File: src/rtl/core/cfd_pkg.sv
// ----------------------------------------------------------------------------
// cfd_pkg
// Shared types, codes and the CRC-8 byte step for the CRC-8 frame deframer.
// ----------------------------------------------------------------------------
package cfd_pkg;

  // CRC-8 generator polynomial, MSB first, without the implicit x^8 term.
  localparam logic [7:0] CRC_POLY = 8'h07;

  // Parser phase codes.
  typedef enum logic [2:0] {
    PH_IDLE   = 3'd0,
    PH_OPCODE = 3'd1,
    PH_LENGTH = 3'd2,
    PH_DATA   = 3'd3,
    PH_CRC    = 3'd4
  } phase_t;

  // One received byte with its frame marker.
  typedef struct packed {
    logic [7:0] rx_byte;
    logic       frame_start;
  } in_item_t;

  // One parsed frame.
  typedef struct packed {
    logic [7:0]  device_addr;
    logic [7:0]  op_code;
    logic [7:0]  data_length;
    logic [15:0] value;
    logic        crc_ok;
    logic [7:0]  computed_crc;
    logic [7:0]  received_crc;
  } out_item_t;

  // One byte through the CRC-8 register, eight bit steps unrolled.
  function automatic logic [7:0] crc8_update(input logic [7:0] crc, input logic [7:0] b);
    logic [7:0] c;
    c = crc ^ b;
    for (int i = 0; i < 8; i++) begin
      c = c[7] ? ({c[6:0], 1'b0} ^ CRC_POLY) : {c[6:0], 1'b0};
    end
    return c;
  endfunction

endpackage

File: src/rtl/core/cfd_in_if.sv
// ----------------------------------------------------------------------------
// cfd_in_if
// Valid/ready channel that carries received frame bytes.
// ----------------------------------------------------------------------------
interface cfd_in_if;
  logic              valid;
  logic              ready;
  cfd_pkg::in_item_t payload;

  modport source (output valid, output payload, input ready);
  modport sink (input valid, input payload, output ready);
endinterface

File: src/rtl/core/cfd_out_if.sv
// ----------------------------------------------------------------------------
// cfd_out_if
// Valid/ready channel that carries parsed frame results.
// ----------------------------------------------------------------------------
interface cfd_out_if;
  logic               valid;
  logic               ready;
  cfd_pkg::out_item_t payload;

  modport source (output valid, output payload, input ready);
  modport sink (input valid, input payload, output ready);
endinterface

File: src/rtl/core/crc8_frame_deframer.sv
// ----------------------------------------------------------------------------
// crc8_frame_deframer
// Streaming parser for CRC-8 checked reply frames, one byte per transfer.
// ----------------------------------------------------------------------------
// The block takes one byte per clock cycle while not stalled and emits one
// result per frame after its trailing CRC byte is taken. A frame is an address,
// an opcode, a length byte, that many data bytes and a CRC-8 byte (polynomial
// 0x07, initial value 0, MSB first); frame_start must mark the address byte.
// Bytes outside a frame are dropped, and a new frame_start abandons a partial
// frame without a result. The CRC step and the byte counter are evaluated in
// the cycle the byte is taken, so the rate is one byte per cycle. Results sit
// in an output register backed by one skid entry; the byte input stalls only
// while both hold results that the sink has not taken.
module crc8_frame_deframer (
  input  logic         clk,
  input  logic         rst,
  cfd_in_if.sink       ingress,
  cfd_out_if.source    egress
);

  // Parser state.
  cfd_pkg::phase_t phase;
  cfd_pkg::phase_t phase_next;
  logic [7:0]      data_remaining;
  logic [7:0]      running_crc;
  logic [7:0]      addr_hold;
  logic [7:0]      opcode_hold;
  logic [7:0]      length_hold;
  logic [7:0]      prev_byte;
  logic [7:0]      last_byte;

  // Result buffering.
  logic               out_valid;
  cfd_pkg::out_item_t out_data;
  logic               skid_valid;
  cfd_pkg::out_item_t skid_data;

  logic               in_fire;
  logic               out_pop;
  logic               produce;
  logic [7:0]         rx;
  logic               start;
  logic [7:0]         crc_step;
  logic [7:0]         remaining_dec;
  cfd_pkg::out_item_t result;

  assign rx            = ingress.payload.rx_byte;
  assign start         = ingress.payload.frame_start;
  assign in_fire       = ingress.valid && ingress.ready;
  assign out_pop       = out_valid && egress.ready;
  assign crc_step      = cfd_pkg::crc8_update(start ? 8'h00 : running_crc, rx);
  assign remaining_dec = data_remaining - 8'd1;

  assign ingress.ready  = !skid_valid;
  assign egress.valid   = out_valid;
  assign egress.payload = out_data;

  // Next phase and result detection for the byte on the input.
  always_comb begin
    phase_next = phase;
    produce    = 1'b0;
    if (start) begin
      phase_next = cfd_pkg::PH_OPCODE;
    end else begin
      case (phase)
        cfd_pkg::PH_IDLE:   phase_next = cfd_pkg::PH_IDLE;
        cfd_pkg::PH_OPCODE: phase_next = cfd_pkg::PH_LENGTH;
        cfd_pkg::PH_LENGTH: phase_next = (rx == 8'h00) ? cfd_pkg::PH_CRC : cfd_pkg::PH_DATA;
        cfd_pkg::PH_DATA:   phase_next = (remaining_dec == 8'h00) ? cfd_pkg::PH_CRC
                                                                   : cfd_pkg::PH_DATA;
        cfd_pkg::PH_CRC: begin
          phase_next = cfd_pkg::PH_IDLE;
          produce    = in_fire;
        end
        default:            phase_next = cfd_pkg::PH_IDLE;
      endcase
    end
  end

  // The result that the CRC byte completes.
  always_comb begin
    result.device_addr  = addr_hold;
    result.op_code      = opcode_hold;
    result.data_length  = length_hold;
    result.value        = {prev_byte, last_byte};
    result.crc_ok       = (running_crc == rx);
    result.computed_crc = running_crc;
    result.received_crc = rx;
  end

  // Phase register.
  always_ff @(posedge clk) begin
    if (rst) begin
      phase <= cfd_pkg::PH_IDLE;
    end else if (in_fire) begin
      phase <= phase_next;
    end
  end

  // Header, data and CRC registers.
  always_ff @(posedge clk) begin
    if (rst) begin
      data_remaining <= 8'h00;
      running_crc    <= 8'h00;
      addr_hold      <= 8'h00;
      opcode_hold    <= 8'h00;
      length_hold    <= 8'h00;
      prev_byte      <= 8'h00;
      last_byte      <= 8'h00;
    end else if (in_fire) begin
      if (start) begin
        addr_hold      <= rx;
        opcode_hold    <= 8'h00;
        length_hold    <= 8'h00;
        prev_byte      <= 8'h00;
        last_byte      <= 8'h00;
        data_remaining <= 8'h00;
        running_crc    <= crc_step;
      end else begin
        case (phase)
          cfd_pkg::PH_OPCODE: begin
            opcode_hold <= rx;
            running_crc <= crc_step;
          end
          cfd_pkg::PH_LENGTH: begin
            length_hold    <= rx;
            data_remaining <= rx;
            running_crc    <= crc_step;
          end
          cfd_pkg::PH_DATA: begin
            prev_byte      <= last_byte;
            last_byte      <= rx;
            running_crc    <= crc_step;
            data_remaining <= remaining_dec;
          end
          default: begin
          end
        endcase
      end
    end
  end

  // Output register with one skid entry behind it.
  always_ff @(posedge clk) begin
    if (rst) begin
      out_valid  <= 1'b0;
      skid_valid <= 1'b0;
    end else if (!out_valid || out_pop) begin
      if (skid_valid) begin
        out_valid  <= 1'b1;
        skid_valid <= produce;
      end else begin
        out_valid <= produce;
      end
    end else if (produce) begin
      skid_valid <= 1'b1;
    end
  end

  // Payload moves; no reset needed.
  always_ff @(posedge clk) begin
    if (!out_valid || out_pop) begin
      if (skid_valid) begin
        out_data  <= skid_data;
        skid_data <= result;
      end else begin
        out_data <= result;
      end
    end else if (produce) begin
      skid_data <= result;
    end
  end

  // The skid entry only fills behind a held result.
  assert property (@(posedge clk) disable iff (rst) skid_valid |-> out_valid)
    else $error("skid entry holds a result while the output register is empty");

  // A full skid entry must stop byte transfers.
  assert property (@(posedge clk) disable iff (rst) skid_valid |-> !ingress.ready)
    else $error("byte input open while the skid entry is full");

  // A marked byte always opens a new frame.
  assert property (@(posedge clk) disable iff (rst)
    (in_fire && start) |=> (phase == cfd_pkg::PH_OPCODE))
    else $error("frame start did not move the parser to the opcode phase");

  // The data phase never runs with no bytes left to count.
  assert property (@(posedge clk) disable iff (rst)
    (phase == cfd_pkg::PH_DATA) |-> (data_remaining != 8'h00))
    else $error("data phase with zero bytes remaining");

  // A result appears only after a CRC byte was taken or a skid entry moved up.
  assert property (@(posedge clk) disable iff (rst)
    (!out_valid && !skid_valid && !produce) |=> !out_valid)
    else $error("result appeared without a CRC byte");

endmodule

File: src/flat_wrapper.sv
// flat-port wrapper written by rule: the top's interface ports become plain ports
module crc8_frame_deframer_flat 
  (clk, rst, ingress_valid, ingress_payload, ingress_ready, egress_valid, egress_payload, egress_ready);
  cfd_in_if ingress_i ();
  cfd_out_if egress_i ();
  input  logic clk;
  input  logic rst;
  input wire logic [$bits(ingress_i.valid)-1:0] ingress_valid;
  input wire logic [$bits(ingress_i.payload)-1:0] ingress_payload;
  output wire logic [$bits(ingress_i.ready)-1:0] ingress_ready;
  output wire logic [$bits(egress_i.valid)-1:0] egress_valid;
  output wire logic [$bits(egress_i.payload)-1:0] egress_payload;
  input wire logic [$bits(egress_i.ready)-1:0] egress_ready;
  assign ingress_i.valid = ingress_valid;
  assign ingress_i.payload = ingress_payload;
  assign ingress_ready = ingress_i.ready;
  assign egress_valid = egress_i.valid;
  assign egress_payload = egress_i.payload;
  assign egress_i.ready = egress_ready;
  crc8_frame_deframer u_core (.clk(clk), .rst(rst), .ingress(ingress_i), .egress(egress_i));
endmodule
File: config.mk
export PLATFORM = sky130hd
export DESIGN_NAME = crc8_frame_deframer_flat
export DESIGN_NICKNAME = d
export VERILOG_FILES = /design/src/rtl/core/cfd_pkg.sv /design/src/rtl/core/cfd_in_if.sv /design/src/rtl/core/cfd_out_if.sv /design/src/rtl/core/crc8_frame_deframer.sv /design/src/flat_wrapper.sv
export SDC_FILE = /design/constraint.sdc
export NUM_CORES = 1
export LEC_CHECK = 0
export BUFFER_PORTS_ARGS = -buffer_cell sky130_fd_sc_hd__buf_4
export CORE_MARGIN = 2
export CORE_UTILIZATION = 28
export CTS_CLUSTER_DIAMETER = 30
export DETAILED_ROUTE_END_ITERATION = 16
export PLACE_DENSITY = 0.53
export RECOVER_POWER = 50
export REMOVE_ABC_BUFFERS = 1
export SLEW_MARGIN = 20
export SYNTH_ARGS = -nofsm -noshare
export SYNTH_HDL_FRONTEND = slang
export SYNTH_SLANG_ARGS = --single-unit
File: constraint.sdc
create_clock -name clk -period 5.7 [get_ports clk]
set_input_delay 0.57 -clock clk [delete_from_list [all_inputs] [get_ports clk]]
set_output_delay 0.57 -clock clk [all_outputs]
set_load 0.005 [all_outputs]
==> metrics.cfg <==
[logic_synthesis]
synth_seq_cells = 175
synth_common_cells = edfxtp_1 (114), nor2_1 (65), dfxtp_1 (61)
synth-seq-area-share_pct = 63.8
synth_mux_area_share_pct = 9.88
synth_cell_type_count = 53
synthTopCellsByArea = edfxtp_1 (47%), dfxtp_1 (17%), mux2_2 (8.5%)
avgSynthCellArea_um2 = 13.0
synth-async-reset-ratio_pct = 0
synth-simple-area-share_pct = 9.23
synth_enable_flop_cells = 114
yosysWarnings = 0
synth_compound_area_share_pct = 9.16
post-synth-top-count-cell = edfxtp_1
ys.flop_type = edfxtp_1
synthCells = 562
synthAdderAreaFrac_pct = 0.344
yosysTopAreaCellShare_pct = 47.0
syn-cell-area_um2 = 7280
synth_area_leader_cell = edfxtp_1
synth_xor_area_share_pct = 4.95
synth_top_family_by_area = multiplexers

[detailed_routing]
drtIter0Drc = 451
avgViaCountPerCell = 4.81
firstDrtPassIters = 5
wl_per_cell_um = 16.6
totalWireLength_um = 16000
dr_total_vias = 4628
postRouteAntennaNets = 0
drcViolationCount = 0

[timing]
final_max_slew_viol_count = 0
min_period_ps = 2780
slew_headroom_pct = 20.9
tightest_slew_ps = 1190
clock_skew_ps = 6.56
setup_tns_ps = 0
max_clock_freq_mhz = 360
setup_viol = 0
hold_ws_ps = 458
finalHoldViolations = 0
fin_crit_sh_pct = 48.8
grt_setup_unrepaired = no

[grt]
overflow = 0
grt_max_degree = 64
first_global_vias = 4450
grt_pass1_wl_um = 24800
grtUsageTotal_pct = 12.1
antenna_found_initial = 0

[clock_network]
cts.repair.resized = 0
cts_root_buf = clkbuf_16
cts_setup_buffers = 0
htreeDepth = 4
cts_tree = yes
clock-sinks = 175
insertion_delay_ps = 430
cts_buffer_depth = 2
hold_buffers = 0
numCtsBuffers = 17
clkTransAtPathRegs_ps = 60

[power_and_ir_drop]
switchingPower_w = 0.000629
p_leak_nw = 3.13
p_sw_share_pct = 23.0
p_int_w = 0.00211
ir_worst_vdd_mv = 0.167
p_per_area_nw_per_um2 = 318
p_seq_share_pct = 51.1
power_frac_comb_pct = 7.3
power_frac_clock_pct = 41.6

[cells_and_area]
nets = 629
drive_gt1_share_pct = 24.2
areaGrowthSynthToFinish_pct = 18.4
antennaDiodeCount = 0
final_cells = 962
final_area_um2 = 8620
utilization_pct = 33.5

[worst_setup_path]
crit_fanout = 46
arrival_ps = 2840
cpLargestDelayFamily = simple AND/OR/NAND/NOR gates
crit_buf_inv = 2
crit_chain = buf_4, nand2b_1, nor3_1, a21o_1, buf_4
start_kind = primary input
crit_required_ps = 5760
cp-end-kind = flop
critical_path_class = in2reg
cp_slowest_cell = nand2b_1
crit_top_cell = buf_4
critical-path-max-stage-delay_ps = 680

[floorplanning]
initial_core_util_pct = 28.3
die_height_um = 165
fp.dieArea_um2 = 27300
io_pins = 72
fp.dieW_um = 165
rows = 59
core_um2 = 25800

[placed_design]
dp_cells = 930
postPlaceCellArea_um2 = 8100
dp_hpwl_um = 10200
routabilityCongestion = 0.770
numPortBuffers = 71

[outcome]
status = complete, no violations

[hold_path]
min_path_type = reg2reg

[run]
cap_violations = 0

worst register-to-register path, cell delays in order, from the launching register on:
cell,delay [ps]
dfxtp_1,320
nand2b_1,610
nor3_1,410
a21o_1,430
buf_4,600
metal layers:
layer  routed length [um]  up-vias  track usage (%)
met5                    0        -                0
met4                  188        0             3.68
met3                  988       21             3.40
met2                 7580      137             19.3
met1                 7230     2288             15.9
li1                     -     2182                -
sequential cells by signal (all words and copies together) (netlist names):
| register | flops |
|---|---|
| u_core.addr_hold | 8 |
| u_core.data_remaining | 8 |
| u_core.egress.payload | 57 |
| u_core.egress.valid | 1 |
| u_core.last_byte | 8 |
| u_core.length_hold | 8 |
| u_core.opcode_hold | 8 |
| u_core.phase | 3 |
| u_core.prev_byte | 8 |
| u_core.running_crc | 8 |
| u_core.skid_data | 57 |
| u_core.skid_valid | 1 |
worst paths after layout:
path | cells past startpoint | end | from | slack (ps)
min | 0 | u_core.skid_data[33]$_DFFE_PP_ | u_core.length_hold[0]$_SDFFE_PP0P_ | 460
max | 5 | u_core.skid_data[32]$_DFFE_PP_ | egress_ready | 2920
min reg2reg | 0 | u_core.skid_data[33]$_DFFE_PP_ | u_core.length_hold[0]$_SDFFE_PP0P_ | 460
max reg2reg | 4 | u_core.skid_data[32]$_DFFE_PP_ | u_core.egress.valid$_SDFFE_PP0P_ | 2920
final cells by class:
| class | count | area, um2 |
|---|---|---|
| well taps | 335 | 419 |
| clock buffers | 20 | 437 |
| inverters | 6 | 22.5 |
| clock inverters | 12 | 135 |
| flip-flops and latches | 175 | 4640 |
| repair buffers | 74 | 503 |
| fillers | 2511 | 17100 |
| multi-input cells | 340 | 2460 |
layout by cell type, fill, tap and decap left out, types with 4 or more instances in the layout:
cell,instances
edfxtp_1,114
nor2_1,65
dfxtp_1,61
mux2_2,55
clkbuf_4,52
a22oi_1,35
xnor2_1,28
o21ai_0,20
nand2_1,19
clkbuf_16,17
clkbuf_1,17
a21oi_1,11
mux2i_1,10
nor3_1,9
xor2_1,8
buf_4,8
inv_1,6
nand3_1,5
nand2b_1,4
o21ai_1,4
a211oi_1,4
and3_1,4
nor4_1,4
a31oi_1,4
stage by stage:
| step | worst slack (ps) | power [W] |
|---|---|---|
| floorplan | 1850 | 0.00154 |
| global placement | 2990 | 0.00163 |
| detailed placement | 2920 | 0.00163 |
| CTS | 3170 | 0.00277 |
| global route | 2670 | 0.00283 |
| finish | 2920 | 0.00274 |
logic make-up (layout without fill, tap and decap cells):
family                   count (synthesis)  count (layout)
adder cells (fa/ha/maj)                  2               2
AND/OR/NAND/NOR                        136             136
AO/OA/AOI/OAI                           99              99
flip-flops                             175             175
buffers and inverters                   47             112
multiplexers                            65              65
XOR/XNOR                                38              38
power by group through the flow:
stage               Combinational [W]  Sequential [W]  Clock, W
finish                       0.000200         0.00140   0.00114
global route                 0.000221         0.00140   0.00120
floorplan                    0.000124         0.00142         0
CTS                          0.000206         0.00140   0.00116
detailed placement           0.000204         0.00143         0
global placement             0.000199         0.00143         0
(Power assumes the default switching activity.)
